<file path="src/hdl/srdf_pkg.sv">
`timescale 1ns / 1ps

package srdf_pkg;

	// Default queue depth; a queue holds at most depth-1 bytes
	localparam int unsigned QUEUE_DEPTH_DEF = 256;

	// Entries in the command queue between front and back end
	localparam int unsigned CMDQ_DEPTH = 2;

	// Scancodes
	localparam logic [7:0] SC_NULL      = 8'h00;
	localparam logic [7:0] SC_PREFIX    = 8'hE0;
	localparam logic [7:0] SC_KEY_C     = 8'h2E;
	localparam logic [7:0] SC_PGUP      = 8'h49;
	localparam logic [7:0] SC_PGUP_REL  = 8'hC9;
	localparam logic [7:0] SC_PGDN      = 8'h51;
	localparam logic [7:0] SC_PGDN_REL  = 8'hD1;
	localparam logic [7:0] SC_TAB       = 8'h0F;
	localparam logic [7:0] SC_TAB_REL   = 8'h8F;

	// Input operation codes
	typedef enum logic [2:0] {
		OP_CTRL_BYTE = 3'd0,
		OP_ENQUEUE   = 3'd1,
		OP_READ      = 3'd2,
		OP_FLUSH_ALL = 3'd3,
		OP_FLUSH_APP = 3'd4
	} op_t;

	// Result event codes
	typedef enum logic [2:0] {
		EV_NONE  = 3'd0,
		EV_MOUSE = 3'd1,
		EV_INTR  = 3'd2,
		EV_PREV  = 3'd3,
		EV_NEXT  = 3'd4,
		EV_READ  = 3'd5
	} ev_t;

	// Work handed from the front end to the back end
	typedef enum logic [2:0] {
		CMD_RESULT    = 3'd0,
		CMD_PUSH      = 3'd1,
		CMD_READ      = 3'd2,
		CMD_FLUSH_ALL = 3'd3,
		CMD_FLUSH_APP = 3'd4
	} cmd_kind_t;

	typedef struct packed {
		cmd_kind_t   kind;
		ev_t         ev;        // event for CMD_RESULT
		logic [7:0]  data;      // byte to push, or result byte
		logic        sel_app;   // target app queue
		logic        prefix;    // push 0xE0 ahead of data
		logic        fallback;  // read falls back to shell queue
	} cmd_t;

	// Back-end sequencer states
	typedef enum logic [1:0] {
		B_IDLE  = 2'd0,
		B_PUSH2 = 2'd1,
		B_READ  = 2'd2
	} back_state_t;

endpackage

</file>
<file path="src/hdl/srdf_front.sv">
`timescale 1ns / 1ps

module srdf_front import srdf_pkg::*; (
	input  logic       clk,
	input  logic       arst_n,
	input  logic       cfg_wr_en,
	input  logic       cfg_wr_data,
	input  logic       in_valid,
	output logic       in_stall,
	input  logic [2:0] operation,
	input  logic [7:0] data_byte,
	input  logic       aux_flag,
	input  logic       ctrl_held,
	input  logic       alt_held,
	input  logic       wm_active,
	input  logic       batch_running,
	input  logic       separate_windows,
	input  logic       fg_text_only,
	input  logic       is_foreground,
	input  logic       cmdq_full,
	output logic       cmd_push,
	output cmd_t       cmd
);

	logic app_mode_q;
	logic prefix_q;
	logic prefix_d;
	logic focused;

	// Mode register
	always_ff @(posedge clk or negedge arst_n) begin
		if (!arst_n) begin
			app_mode_q <= 1'b0;
		end else if (cfg_wr_en) begin
			app_mode_q <= cfg_wr_data;
		end
	end

	assign in_stall = cmdq_full;
	assign cmd_push = in_valid && !cmdq_full;
	assign focused  = wm_active && !(batch_running && separate_windows && fg_text_only);

	// Classify the transaction into one command
	always_comb begin
		prefix_d     = prefix_q;
		cmd.kind     = CMD_RESULT;
		cmd.ev       = EV_NONE;
		cmd.data     = SC_NULL;
		cmd.sel_app  = 1'b0;
		cmd.prefix   = 1'b0;
		cmd.fallback = 1'b0;
		case (operation)
			OP_CTRL_BYTE: begin
				if (aux_flag) begin
					cmd.ev   = EV_MOUSE;
					cmd.data = data_byte;
				end else if (data_byte == SC_NULL) begin
					// null scancode, nothing to do
				end else if (data_byte == SC_PREFIX) begin
					prefix_d = 1'b1;
				end else if (data_byte == SC_KEY_C && ctrl_held && !focused) begin
					cmd.ev = EV_INTR;
				end else if (data_byte inside {SC_PGUP, SC_PGUP_REL} && ctrl_held
						&& batch_running) begin
					prefix_d = 1'b0;
					cmd.ev   = (data_byte == SC_PGUP) ? EV_PREV : EV_NONE;
				end else if (data_byte inside {SC_PGDN, SC_PGDN_REL} && ctrl_held
						&& batch_running) begin
					prefix_d = 1'b0;
					cmd.ev   = (data_byte == SC_PGDN) ? EV_NEXT : EV_NONE;
				end else if (data_byte inside {SC_TAB, SC_TAB_REL} && alt_held
						&& batch_running && !wm_active) begin
					prefix_d = 1'b0;
					cmd.ev   = (data_byte == SC_TAB) ? EV_NEXT : EV_NONE;
				end else begin
					// plain scancode: queue it, prefix first if pending
					prefix_d    = 1'b0;
					cmd.kind    = CMD_PUSH;
					cmd.data    = data_byte;
					cmd.sel_app = app_mode_q || wm_active;
					cmd.prefix  = prefix_q;
				end
			end
			OP_ENQUEUE: begin
				if (data_byte != SC_NULL) begin
					cmd.kind    = CMD_PUSH;
					cmd.data    = data_byte;
					cmd.sel_app = app_mode_q;
				end
			end
			OP_READ: begin
				cmd.ev = EV_READ;
				if (wm_active || is_foreground) begin
					cmd.kind     = CMD_READ;
					cmd.sel_app  = app_mode_q || wm_active;
					cmd.fallback = wm_active;
				end
			end
			OP_FLUSH_ALL: cmd.kind = CMD_FLUSH_ALL;
			OP_FLUSH_APP: cmd.kind = CMD_FLUSH_APP;
			default: ;
		endcase
	end

	// Pending prefix flag
	always_ff @(posedge clk or negedge arst_n) begin
		if (!arst_n) begin
			prefix_q <= 1'b0;
		end else if (cmd_push) begin
			prefix_q <= prefix_d;
		end
	end

endmodule

</file>
<file path="src/hdl/srdf_cmdq.sv">
`timescale 1ns / 1ps

module srdf_cmdq import srdf_pkg::*; (
	input  logic clk,
	input  logic arst_n,
	input  logic push,
	input  cmd_t push_cmd,
	output logic full,
	input  logic pop,
	output logic empty,
	output cmd_t pop_cmd
);

	localparam int unsigned PW = $clog2(CMDQ_DEPTH);
	localparam int unsigned CW = $clog2(CMDQ_DEPTH + 1);

	cmd_t          slot_q [CMDQ_DEPTH];
	logic [PW-1:0] wr_ptr_q;
	logic [PW-1:0] rd_ptr_q;
	logic [CW-1:0] count_q;

	assign full    = (count_q == CW'(CMDQ_DEPTH));
	assign empty   = (count_q == '0);
	assign pop_cmd = slot_q[rd_ptr_q];

	// Slot storage
	always_ff @(posedge clk) begin
		if (push) begin
			slot_q[wr_ptr_q] <= push_cmd;
		end
	end

	// Pointers and fill count
	always_ff @(posedge clk or negedge arst_n) begin
		if (!arst_n) begin
			wr_ptr_q <= '0;
			rd_ptr_q <= '0;
			count_q  <= '0;
		end else begin
			if (push) begin
				wr_ptr_q <= (wr_ptr_q == PW'(CMDQ_DEPTH - 1)) ? '0 : wr_ptr_q + 1'b1;
			end
			if (pop) begin
				rd_ptr_q <= (rd_ptr_q == PW'(CMDQ_DEPTH - 1)) ? '0 : rd_ptr_q + 1'b1;
			end
			if (push && !pop) begin
				count_q <= count_q + 1'b1;
			end else if (pop && !push) begin
				count_q <= count_q - 1'b1;
			end
		end
	end

endmodule

</file>
<file path="src/hdl/srdf_back.sv">
`timescale 1ns / 1ps

module srdf_back import srdf_pkg::*; #(
	parameter int unsigned QUEUE_DEPTH = QUEUE_DEPTH_DEF
) (
	input  logic       clk,
	input  logic       arst_n,
	input  logic       cmd_valid,
	input  cmd_t       cmd,
	output logic       cmd_pop,
	output logic       out_valid,
	input  logic       out_stall,
	output logic [2:0] event_res,
	output logic [7:0] out_byte
);

	localparam int unsigned AW = $clog2(QUEUE_DEPTH);

	function automatic logic [AW-1:0] ptr_next(input logic [AW-1:0] p);
		ptr_next = (p == AW'(QUEUE_DEPTH - 1)) ? '0 : p + 1'b1;
	endfunction

	back_state_t   state_q, state_d;
	logic [7:0]    shell_mem [QUEUE_DEPTH];
	logic [7:0]    app_mem [QUEUE_DEPTH];
	logic [AW-1:0] shell_head_q, shell_tail_q, app_head_q, app_tail_q;
	logic [7:0]    shell_rd_q, app_rd_q;
	logic          rd_app_q;
	logic [7:0]    pend_byte_q;
	logic          pend_app_q;
	logic          out_valid_q;
	ev_t           out_ev_q;
	logic [7:0]    out_byte_q;

	logic          out_free, take;
	logic          app_empty, shell_empty, pop_app, pop_shell;
	logic          load;
	ev_t           ld_ev;
	logic [7:0]    ld_byte;
	logic          wr_en, wr_app;
	logic [7:0]    wr_byte;
	logic          rd_en, rd_app;
	logic          flush_app, flush_shell;
	logic [AW-1:0] sel_head, sel_tail, head_nx;
	logic          drop;

	assign out_free    = !out_valid_q || !out_stall;
	assign take        = (state_q == B_IDLE) && cmd_valid && out_free;
	assign app_empty   = (app_head_q == app_tail_q);
	assign shell_empty = (shell_head_q == shell_tail_q);
	assign pop_app     = cmd.sel_app && !app_empty;
	assign pop_shell   = !shell_empty && (!cmd.sel_app || (app_empty && cmd.fallback));

	// Sequencer: next state, memory port control, result load
	always_comb begin
		state_d     = state_q;
		cmd_pop     = 1'b0;
		load        = 1'b0;
		ld_ev       = EV_NONE;
		ld_byte     = SC_NULL;
		wr_en       = 1'b0;
		wr_app      = 1'b0;
		wr_byte     = SC_NULL;
		rd_en       = 1'b0;
		rd_app      = 1'b0;
		flush_app   = 1'b0;
		flush_shell = 1'b0;
		case (state_q)
			B_IDLE: begin
				if (take) begin
					cmd_pop = 1'b1;
					case (cmd.kind)
						CMD_PUSH: begin
							wr_en   = 1'b1;
							wr_app  = cmd.sel_app;
							wr_byte = cmd.prefix ? SC_PREFIX : cmd.data;
							load    = 1'b1;
							if (cmd.prefix) begin
								state_d = B_PUSH2;
							end
						end
						CMD_READ: begin
							if (pop_app || pop_shell) begin
								rd_en   = 1'b1;
								rd_app  = pop_app;
								state_d = B_READ;
							end else begin
								load  = 1'b1;
								ld_ev = EV_READ;
							end
						end
						CMD_FLUSH_ALL: begin
							flush_app   = 1'b1;
							flush_shell = 1'b1;
							load        = 1'b1;
						end
						CMD_FLUSH_APP: begin
							flush_app = 1'b1;
							load      = 1'b1;
						end
						CMD_RESULT: begin
							load    = 1'b1;
							ld_ev   = cmd.ev;
							ld_byte = cmd.data;
						end
						default: load = 1'b1;
					endcase
				end
			end
			B_PUSH2: begin
				// second write of a prefixed scancode
				wr_en   = 1'b1;
				wr_app  = pend_app_q;
				wr_byte = pend_byte_q;
				state_d = B_IDLE;
			end
			B_READ: begin
				// output register is empty here: nothing was loaded on issue
				load    = 1'b1;
				ld_ev   = EV_READ;
				ld_byte = rd_app_q ? app_rd_q : shell_rd_q;
				state_d = B_IDLE;
			end
			default: state_d = B_IDLE;
		endcase
	end

	// Push pointer math for the queue being written
	assign sel_head = wr_app ? app_head_q : shell_head_q;
	assign sel_tail = wr_app ? app_tail_q : shell_tail_q;
	assign head_nx  = ptr_next(sel_head);
	assign drop     = (head_nx == sel_tail);

	// Control registers
	always_ff @(posedge clk or negedge arst_n) begin
		if (!arst_n) begin
			state_q      <= B_IDLE;
			out_valid_q  <= 1'b0;
			shell_head_q <= '0;
			shell_tail_q <= '0;
			app_head_q   <= '0;
			app_tail_q   <= '0;
		end else begin
			state_q <= state_d;
			if (load) begin
				out_valid_q <= 1'b1;
			end else if (!out_stall) begin
				out_valid_q <= 1'b0;
			end
			// shell queue pointers
			if (flush_shell) begin
				shell_head_q <= '0;
				shell_tail_q <= '0;
			end else if (wr_en && !wr_app) begin
				shell_head_q <= head_nx;
				if (drop) begin
					shell_tail_q <= ptr_next(shell_tail_q);
				end
			end else if (rd_en && !rd_app) begin
				shell_tail_q <= ptr_next(shell_tail_q);
			end
			// app queue pointers
			if (flush_app) begin
				app_head_q <= '0;
				app_tail_q <= '0;
			end else if (wr_en && wr_app) begin
				app_head_q <= head_nx;
				if (drop) begin
					app_tail_q <= ptr_next(app_tail_q);
				end
			end else if (rd_en && rd_app) begin
				app_tail_q <= ptr_next(app_tail_q);
			end
		end
	end

	// Payload registers
	always_ff @(posedge clk) begin
		if (load) begin
			out_ev_q   <= ld_ev;
			out_byte_q <= ld_byte;
		end
		if (cmd_pop) begin
			pend_byte_q <= cmd.data;
			pend_app_q  <= cmd.sel_app;
		end
		if (rd_en) begin
			rd_app_q <= rd_app;
		end
	end

	// Queue memories, one write and one registered read each
	always_ff @(posedge clk) begin
		if (wr_en && !wr_app) begin
			shell_mem[shell_head_q] <= wr_byte;
		end
		if (rd_en && !rd_app) begin
			shell_rd_q <= shell_mem[shell_tail_q];
		end
	end

	always_ff @(posedge clk) begin
		if (wr_en && wr_app) begin
			app_mem[app_head_q] <= wr_byte;
		end
		if (rd_en && rd_app) begin
			app_rd_q <= app_mem[app_tail_q];
		end
	end

	assign out_valid = out_valid_q;
	assign event_res = out_ev_q;
	assign out_byte  = out_byte_q;

`ifndef ASSERT_OFF
	a_read_delivers: assert property (@(posedge clk) disable iff (!arst_n)
		(state_q == B_READ) |=> out_valid_q)
		else $error("issued read did not produce a result");

	a_shell_push_nonempty: assert property (@(posedge clk) disable iff (!arst_n)
		(wr_en && !wr_app) |=> (shell_head_q != shell_tail_q))
		else $error("shell queue empty right after a push");

	a_app_push_nonempty: assert property (@(posedge clk) disable iff (!arst_n)
		(wr_en && wr_app) |=> (app_head_q != app_tail_q))
		else $error("app queue empty right after a push");

	a_push2_from_take: assert property (@(posedge clk) disable iff (!arst_n)
		(state_q == B_PUSH2) |-> $past(cmd_pop))
		else $error("second push write without a taken command");
`endif

endmodule

</file>
<file path="src/hdl/scancode_router_dual_fifo.sv">
`timescale 1ns / 1ps

// Keyboard byte router with a shell queue and an app queue, both dropping the
// oldest byte when full. A front end classifies each transaction in the cycle
// it is accepted (hotkeys, mouse bytes, prefix tracking, queue selection) and
// drops a command into a two-entry queue; a back end executes it against the
// two byte memories and registers the one result. A prefixed scancode passes
// through B_PUSH2 for its second write (the queue memory has a single write
// port), and a read that pops passes through B_READ for the registered memory
// read; the back end takes no new command until it is back in B_IDLE.
// Queue memories are not cleared after reset; head and tail indices are.
module scancode_router_dual_fifo import srdf_pkg::*; #(
	parameter int unsigned QUEUE_DEPTH = QUEUE_DEPTH_DEF
) (
	input  logic       clk,
	input  logic       arst_n,
	input  logic       cfg_wr_en,
	input  logic       cfg_wr_data,
	input  logic       in_valid,
	output logic       in_stall,
	input  logic [2:0] operation,
	input  logic [7:0] data_byte,
	input  logic       aux_flag,
	input  logic       ctrl_held,
	input  logic       alt_held,
	input  logic       wm_active,
	input  logic       batch_running,
	input  logic       separate_windows,
	input  logic       fg_text_only,
	input  logic       is_foreground,
	output logic       out_valid,
	input  logic       out_stall,
	output logic [2:0] event_res,
	output logic [7:0] out_byte
);

	logic cmdq_full, cmdq_empty, cmd_push, cmd_pop;
	cmd_t cmd_in, cmd_out;

	srdf_front u_front (
		.clk              (clk),
		.arst_n           (arst_n),
		.cfg_wr_en        (cfg_wr_en),
		.cfg_wr_data      (cfg_wr_data),
		.in_valid         (in_valid),
		.in_stall         (in_stall),
		.operation        (operation),
		.data_byte        (data_byte),
		.aux_flag         (aux_flag),
		.ctrl_held        (ctrl_held),
		.alt_held         (alt_held),
		.wm_active        (wm_active),
		.batch_running    (batch_running),
		.separate_windows (separate_windows),
		.fg_text_only     (fg_text_only),
		.is_foreground    (is_foreground),
		.cmdq_full        (cmdq_full),
		.cmd_push         (cmd_push),
		.cmd              (cmd_in)
	);

	srdf_cmdq u_cmdq (
		.clk      (clk),
		.arst_n   (arst_n),
		.push     (cmd_push),
		.push_cmd (cmd_in),
		.full     (cmdq_full),
		.pop      (cmd_pop),
		.empty    (cmdq_empty),
		.pop_cmd  (cmd_out)
	);

	srdf_back #(
		.QUEUE_DEPTH (QUEUE_DEPTH)
	) u_back (
		.clk       (clk),
		.arst_n    (arst_n),
		.cmd_valid (!cmdq_empty),
		.cmd       (cmd_out),
		.cmd_pop   (cmd_pop),
		.out_valid (out_valid),
		.out_stall (out_stall),
		.event_res (event_res),
		.out_byte  (out_byte)
	);

endmodule
</file>
<file path="config.mk">
export PLATFORM = sky130hd
export DESIGN_NAME = scancode_router_dual_fifo
export DESIGN_NICKNAME = d
export VERILOG_FILES = /design/src/hdl/srdf_pkg.sv /design/src/hdl/srdf_front.sv /design/src/hdl/srdf_cmdq.sv /design/src/hdl/srdf_back.sv /design/src/hdl/scancode_router_dual_fifo.sv
export SDC_FILE = /design/constraint.sdc
export NUM_CORES = 2
export LEC_CHECK = 0
export ABC_AREA = 1
export ABC_CLOCK_PERIOD_IN_PS = 10200
export BUFFER_PORTS_ARGS = -buffer_cell sky130_fd_sc_hd__buf_2
export CORE_MARGIN = 2
export CORE_UTILIZATION = 31
export CTS_BUF_LIST = sky130_fd_sc_hd__clkbuf_8
export DETAILED_ROUTE_END_ITERATION = 6
export GPL_TIMING_DRIVEN = 1
export PLACE_DENSITY = 0.53
export SLEW_MARGIN = 20
export SYNTH_ARGS = -nofsm -noshare
export SYNTH_HDL_FRONTEND = slang
export SYNTH_MEMORY_MAX_BITS = 65536
export SYNTH_SLANG_ARGS = --single-unit
</file>
<file path="constraint.sdc">
create_clock -name clk -period 10.2 [get_ports clk]
set_input_delay 2.04 -clock clk [delete_from_list [all_inputs] [get_ports clk]]
set_output_delay 2.04 -clock clk [all_outputs]
set_load 0.01 [all_outputs]
</file>
# Yosys cells after proc, flatten, opt, wreduce, memory -nomap -nowiden
# Memory sizes are Yosys's and may differ from the RTL's. A register that Yosys moved wholly into a read port is not among the register bits.
# Cells that the tools add are included.
# Widths: inputs -> output; s select.
# totals
in_bits	25
ramBits	4130
reg_bits	62
elab_cells	228
mem_count	3
# classes
n_addsub	7
reduce_logical	62
mux	105
eq_ne	33
n_bitwise	2
# mem_list
memory	depth	width	rd	rd_clocked_by_memory_dff	write_ports	line	rtl
u_back.app_mem	256	8	1	1	1	srdf_back.sv:25	logic [7:0] app_mem [QUEUE_DEPTH];
u_back.shell_mem	256	8	1	1	1	srdf_back.sv:24	logic [7:0] shell_mem [QUEUE_DEPTH];
u_cmdq.slot_q	2	17	1	0	1	srdf_cmdq.sv:17	cmd_t slot_q [CMDQ_DEPTH];
# op_table
op	count
$mux 8	23
$eq 8x8->1 const B	7
$pmux 8 s2	3
$mux 1	41
$mux 10	4
$mux 3	12
$mux 16	2
$add 8x1->8 const B	3
$eq 8x8->1	3
$logic_and 1x1->1	24
$mux 2	9
$pmux 3 s2	3
$eq 8x7->1 const B	2
$pmux 3 s5	1
$logic_not 1->1	14
$eq 3x2->1 const B	4
$reduce_bool 2->1	6
$mux 11	1
$mux 9	1
$eq 8x4->1 const B	1
$eq 8x6->1 const B	1
$logic_not 8->1	1
$reduce_bool 8->1	1
$eq 3x1->1 const B	2
22 further kinds	40

# Longest topological paths before layout
# depth
word_depth	14
mapped_depth	23
mapped_depth_nobuf	22

# Hierarchy
# Synthesis repeated with hierarchy kept, for this count alone.
# unflattened
cells_unflattened	13385
hier_area_um2	168150.0
# modules_own_cells
mod	n_inst	cells_each	area_per_inst_um2
srdf_back	1	13196	166088.0
srdf_cmdq	1	78	1483.9
srdf_front	1	110	574.3
scancode_router_dual_fifo	1	1	3.8

# Worst setup path before layout
# OpenSTA, ideal clock, no wires.
# synth_timing
path_kind	input port to flip-flop
startpoint	input out_stall
endpoint	memory u_back.app_mem[0][0], data pin
t_arrival_ns	9.587
setup_time_ns	1.528
path_stages	7
t_required_ns	8.672
path_slack_ns	-0.915
cell_sequence	nand2_1 -> inv_1 -> nor3_4 -> inv_1 -> buf_1 -> nor2_1 -> a22o_1
# synth_between
elab_chain_len	5
# synth_lines
element	line	rtl
start, declared	scancode_router_dual_fifo.sv:32	input logic out_stall,
$logic_not 1->1	srdf_back.sv:47	assign out_free = !out_valid_q || !out_stall;
$logic_or 1x1->1	srdf_back.sv:47	
$logic_and 1x1->1	srdf_back.sv:48	assign take = (state_q == B_IDLE) && cmd_valid && out_free;
$mux 8	srdf_back.sv:70	if (take) begin
$pmux 8 s2	srdf_back.sv:68	case (state_q)
named net u_back.wr_byte[0]	srdf_back.sv:41	logic [7:0] wr_byte;
end, declared	srdf_back.sv:25	
# The timed path passes the listed nets, and every way through them passes these cells.

# Final worst setup path
# layout_timing
startpoint	register u_cmdq.rd_ptr_q
endpoint	memory u_back.shell_mem[222][0] (enable)
# layout_between
elab_chain_len	9
elab_cells_between_ends	12
# layout_lines
element	line	rtl
start, declared	srdf_cmdq.sv:19	logic [PW-1:0] rd_ptr_q;
start signal, assigned	srdf_cmdq.sv:44	rd_ptr_q <= (rd_ptr_q == PW'(CMDQ_DEPTH - 1)) ? '0 : rd_ptr_q + 1'b1;
$mem_v2 2x17 *	--	
$eq 3x1->1	srdf_back.sv:72	case (cmd.kind)
$mux 1	srdf_back.sv:72	
$mux 1	srdf_back.sv:70	
$pmux 1 s2	srdf_back.sv:68	
$logic_not 1->1	srdf_back.sv:194	if (wr_en && !wr_app) begin
$logic_and 1x1->1 *	srdf_back.sv:194	
$mux 1 *	srdf_back.sv:194	
$mux 1 (not written as such) *	srdf_back.sv:195	shell_mem[shell_head_q] <= wr_byte;
end, declared	srdf_back.sv:24	
# Mark *: on every way between the ends. The rest lies on a longest branch, timed or not.

==> impl_metrics.json <==
{
  "status": "complete, no violations",
  "synthCells": 12800,
  "maxSlewViolCount": 0,
  "power.leakage_uw": 0.0597,
  "yosysSeqAreaShare": 0.754,
  "cts_tree": "yes",
  "hp-start": "u_back.out_valid",
  "synth_commonest_cells": "edfxtp_1 (4167), nor2_1 (2886), o21ai_0 (2318), clkbuf_1 (901), o22ai_1 (618)",
  "antenna_left": 0,
  "synth_ff_type": "edfxtp_1",
  "yosys_warnings": 0,
  "drt_wl_total_mm": 524,
  "gr-total-overflow": 0,
  "wl_per_cell_um": 25.6,
  "worstPathMaxFanout": 48,
  "drive_gt1_frac": 0.0873,
  "grt_pass1_vias": 108000,
  "period_needed_ns": 5.88,
  "synth.area.top_cells": "edfxtp_1 (75%), o21ai_0 (6.9%), nor2_1 (6.5%)",
  "grt_use_total": 0.184,
  "avgViaCountPerCell": 5.37,
  "ir_worst_vdd_mv": 0.270,
  "multi_input_area_mm2": 0.0372,
  "hp-class": "reg -> reg",
  "cts_max_level": 6,
  "fmax_ghz": 0.170,
  "fin_skew_ns": 0.0690,
  "synth_most_common_cell": "edfxtp_1",
  "die_w_um": 739,
  "drv_cap": 0,
  "post-route-util": 0.348,
  "reg2reg_slack_ns": 4.32,
  "grt_max_degree": 206,
  "synth_top_area_share": 0.748,
  "worst_slew_pin_slew_ns": 1.13,
  "antenna_found_initial": 27,
  "cts_buffer_depth": 4,
  "hpwlAfterDp_mm": 288,
  "postCtsSetupBuffers": 0,
  "cts.clk_slew.worst_paths_ns": 0.07,
  "r2r_end": "u_back.shell_mem[222][0]",
  "vias": 110000,
  "synth_edf_count": 4167,
  "dr.pass1.iters": 6,
  "rsz0062_at_grt": "false",
  "critPathCaptureType": "flop",
  "ys_seq_elements": 4208,
  "criticalPathCategory": "reg -> reg",
  "maxSlewHeadroom": 0.247,
  "clkSinkCount": 4208,
  "initial_core_util": 0.312,
  "hold_end": "u_back.out_valid",
  "area_delta_synth_final_pct": 11.6,
  "cts_resized": 0,
  "root_buffer": "clkbuf_8",
  "crit-reg2reg-launch": "u_cmdq.rd_ptr_q",
  "drt_iter0_drc": 13800,
  "drc_errors": 0,
  "synth_area_mm2": 0.167,
  "cts_buffers": 657,
  "async_flop_share": 0.00974,
  "critPathArrivalTime_ns": 6.72,
  "synth_nets": 12900,
  "required_ns": 11.03,
  "avgSynthCellArea_um2": 13.0,
  "hold_viol": 0,
  "post-route-period-util": 0.577,
  "setup_viol": 0,
  "synthDistinctLibCells": 57,
  "p_per_area_mw_per_mm2": 270,
  "rows": 269,
  "port_buffers": 37,
  "setup_tns_ns": 0,
  "dieArea_mm2": 0.546,
  "grt_pass1_wl_mm": 754,
  "register_area_mm2": 0.126,
  "synth_top_cell_by_area": "edfxtp_1",
  "start_kind": "flop",
  "cts_hold_buf": 0,
  "holdPathStages": 2,
  "clock_latency_ns": 1.26,
  "final_net_count": 12800,
  "reg2reg_depth": 14,
  "ios": 38,
  "die_h_um": 739,
  "nFillCells": 52600,
  "core-area_mm2": 0.537,
  "globalplace.congestion": 0.831
}
==> cell usage in the layout, fill, tap and decap left out, drive strengths merged, types with 2 or more instances in the layout <==
| cell type | n |
|---|---|
| a22o | 5 |
| buf | 232 |
| clkinvlp | 9 |
| mux2i | 2 |
| nand2 | 473 |
| edfxtp | 4167 |
| inv | 372 |
| bufinv | 13 |
| o21ai | 2324 |
| nand3b | 2 |
| xnor2 | 3 |
| a21oi | 105 |
| o22ai | 618 |
| o211ai | 129 |
| a211oi | 6 |
| o41ai | 14 |
| o221ai | 504 |
| xor2 | 12 |
| a31oi | 14 |
| nand3 | 310 |
| clkinv | 218 |
| nor3 | 24 |
| nor2 | 2894 |
| nand4 | 26 |
| o32ai | 2 |
| clkbuf | 671 |
| a21boi | 6 |
| diode | 11 |
| ha | 3 |
| nor4 | 6 |
| dfrtp | 41 |
| a32o | 2 |
| o311ai | 16 |
| or2 | 16 |
==> registers in the layout, indices dropped and copies added (netlist names), 2 cells and up <==
signal / cells
u_back.shell_head_q: 8
u_back.app_tail_q: 8
u_back.app_head_q: 8
u_back.pend_byte_q: 8
u_back.out_byte: 8
u_back.app_mem: 2048
u_back.event_res: 3
u_cmdq.count_q: 2
u_back.app_rd_q: 8
u_back.shell_mem: 2048
u_back.state_q: 2
u_back.shell_tail_q: 8
u_cmdq.slot_q: 34
u_back.shell_rd_q: 8
==> stage by stage <==
stage               instance area, um2  hold WS, ns  total power [uW]  setup slack (ns)  std cells
global route                    187000        0.521             52500              3.94      20400
global placement                175000        0.501             37400              3.30      19300
CTS                             187000        0.500             50500              4.37      20400
finish                          187000        0.491             50400              4.32      20400
floorplan                       167000        0.453             30900            -0.410      12800
detailed placement              175000        0.484             37300              3.42      19300
==> power breakdown <==
group	internal [uW]	total, uW	switching [uW]
logic	3580	16200	12700
registers	20600	20900	266
clock network	6480	13300	6810
==> area by class of cell <==
class | instances | share of cell area
tap | 7181 | 0.0481
clock inverter | 495 | 0.0140
inverter | 117 | 0.00266
sequential | 4208 | 0.675
antenna | 11 | 0.000147
clock buffer | 671 | 0.0494
multi-input combinational | 7525 | 0.199
timing repair buffer | 232 | 0.0112
==> per-layer routing <==
layer	global-route usage	wire, um	vias up
met4	0.0673	19200	18
li1	-	-	48200
met5	0	122	-
met2	0.296	244000	5149
met3	0.0324	41100	903
met1	0.249	220000	55500
==> worst max-delay path by stage <==
stage,start,end,depth (start not counted),slack [ns]
after floorplan,out_stall,u_back.app_mem[0][5],7,-0.41
after global placement,out_stall,u_back.shell_mem[210][1],14,3.30
after detailed placement,out_stall,u_back.shell_mem[95][6],14,3.42
after CTS,u_cmdq.rd_ptr_q,u_back.shell_mem[222][4],14,4.37
after global routing,u_cmdq.rd_ptr_q,u_back.shell_mem[222][1],14,3.94
final,u_cmdq.rd_ptr_q,u_back.shell_mem[222][0],14,4.32
==> cell families after synthesis <==
family	synth area share
adders and majority gates	0.000224
xor gates and xnor gates	0.000785
and+or+nand+nor	0.0886
AOI/OAI and AO/OA	0.131
buffers and inverters	0.0252
DFF	0.754
muxes	0.000120
==> critical path: stages, from the launching register on <==
cell	delay, ns
dfrtp_1	0.81
inv_1	0.39
nand2_1	0.16
nand2_2	0.09
nand2_1	0.09
nor2_2	0.06
nand3_4	0.14
nand2_4	0.45
inv_1	0.41
o21ai_1	0.14
buf_4	0.22
inv_1	0.07
buf_4	0.44
nand4_1	0.99
nor2_1	0.97
No activity file was read; power rests on OpenSTA's default activity.
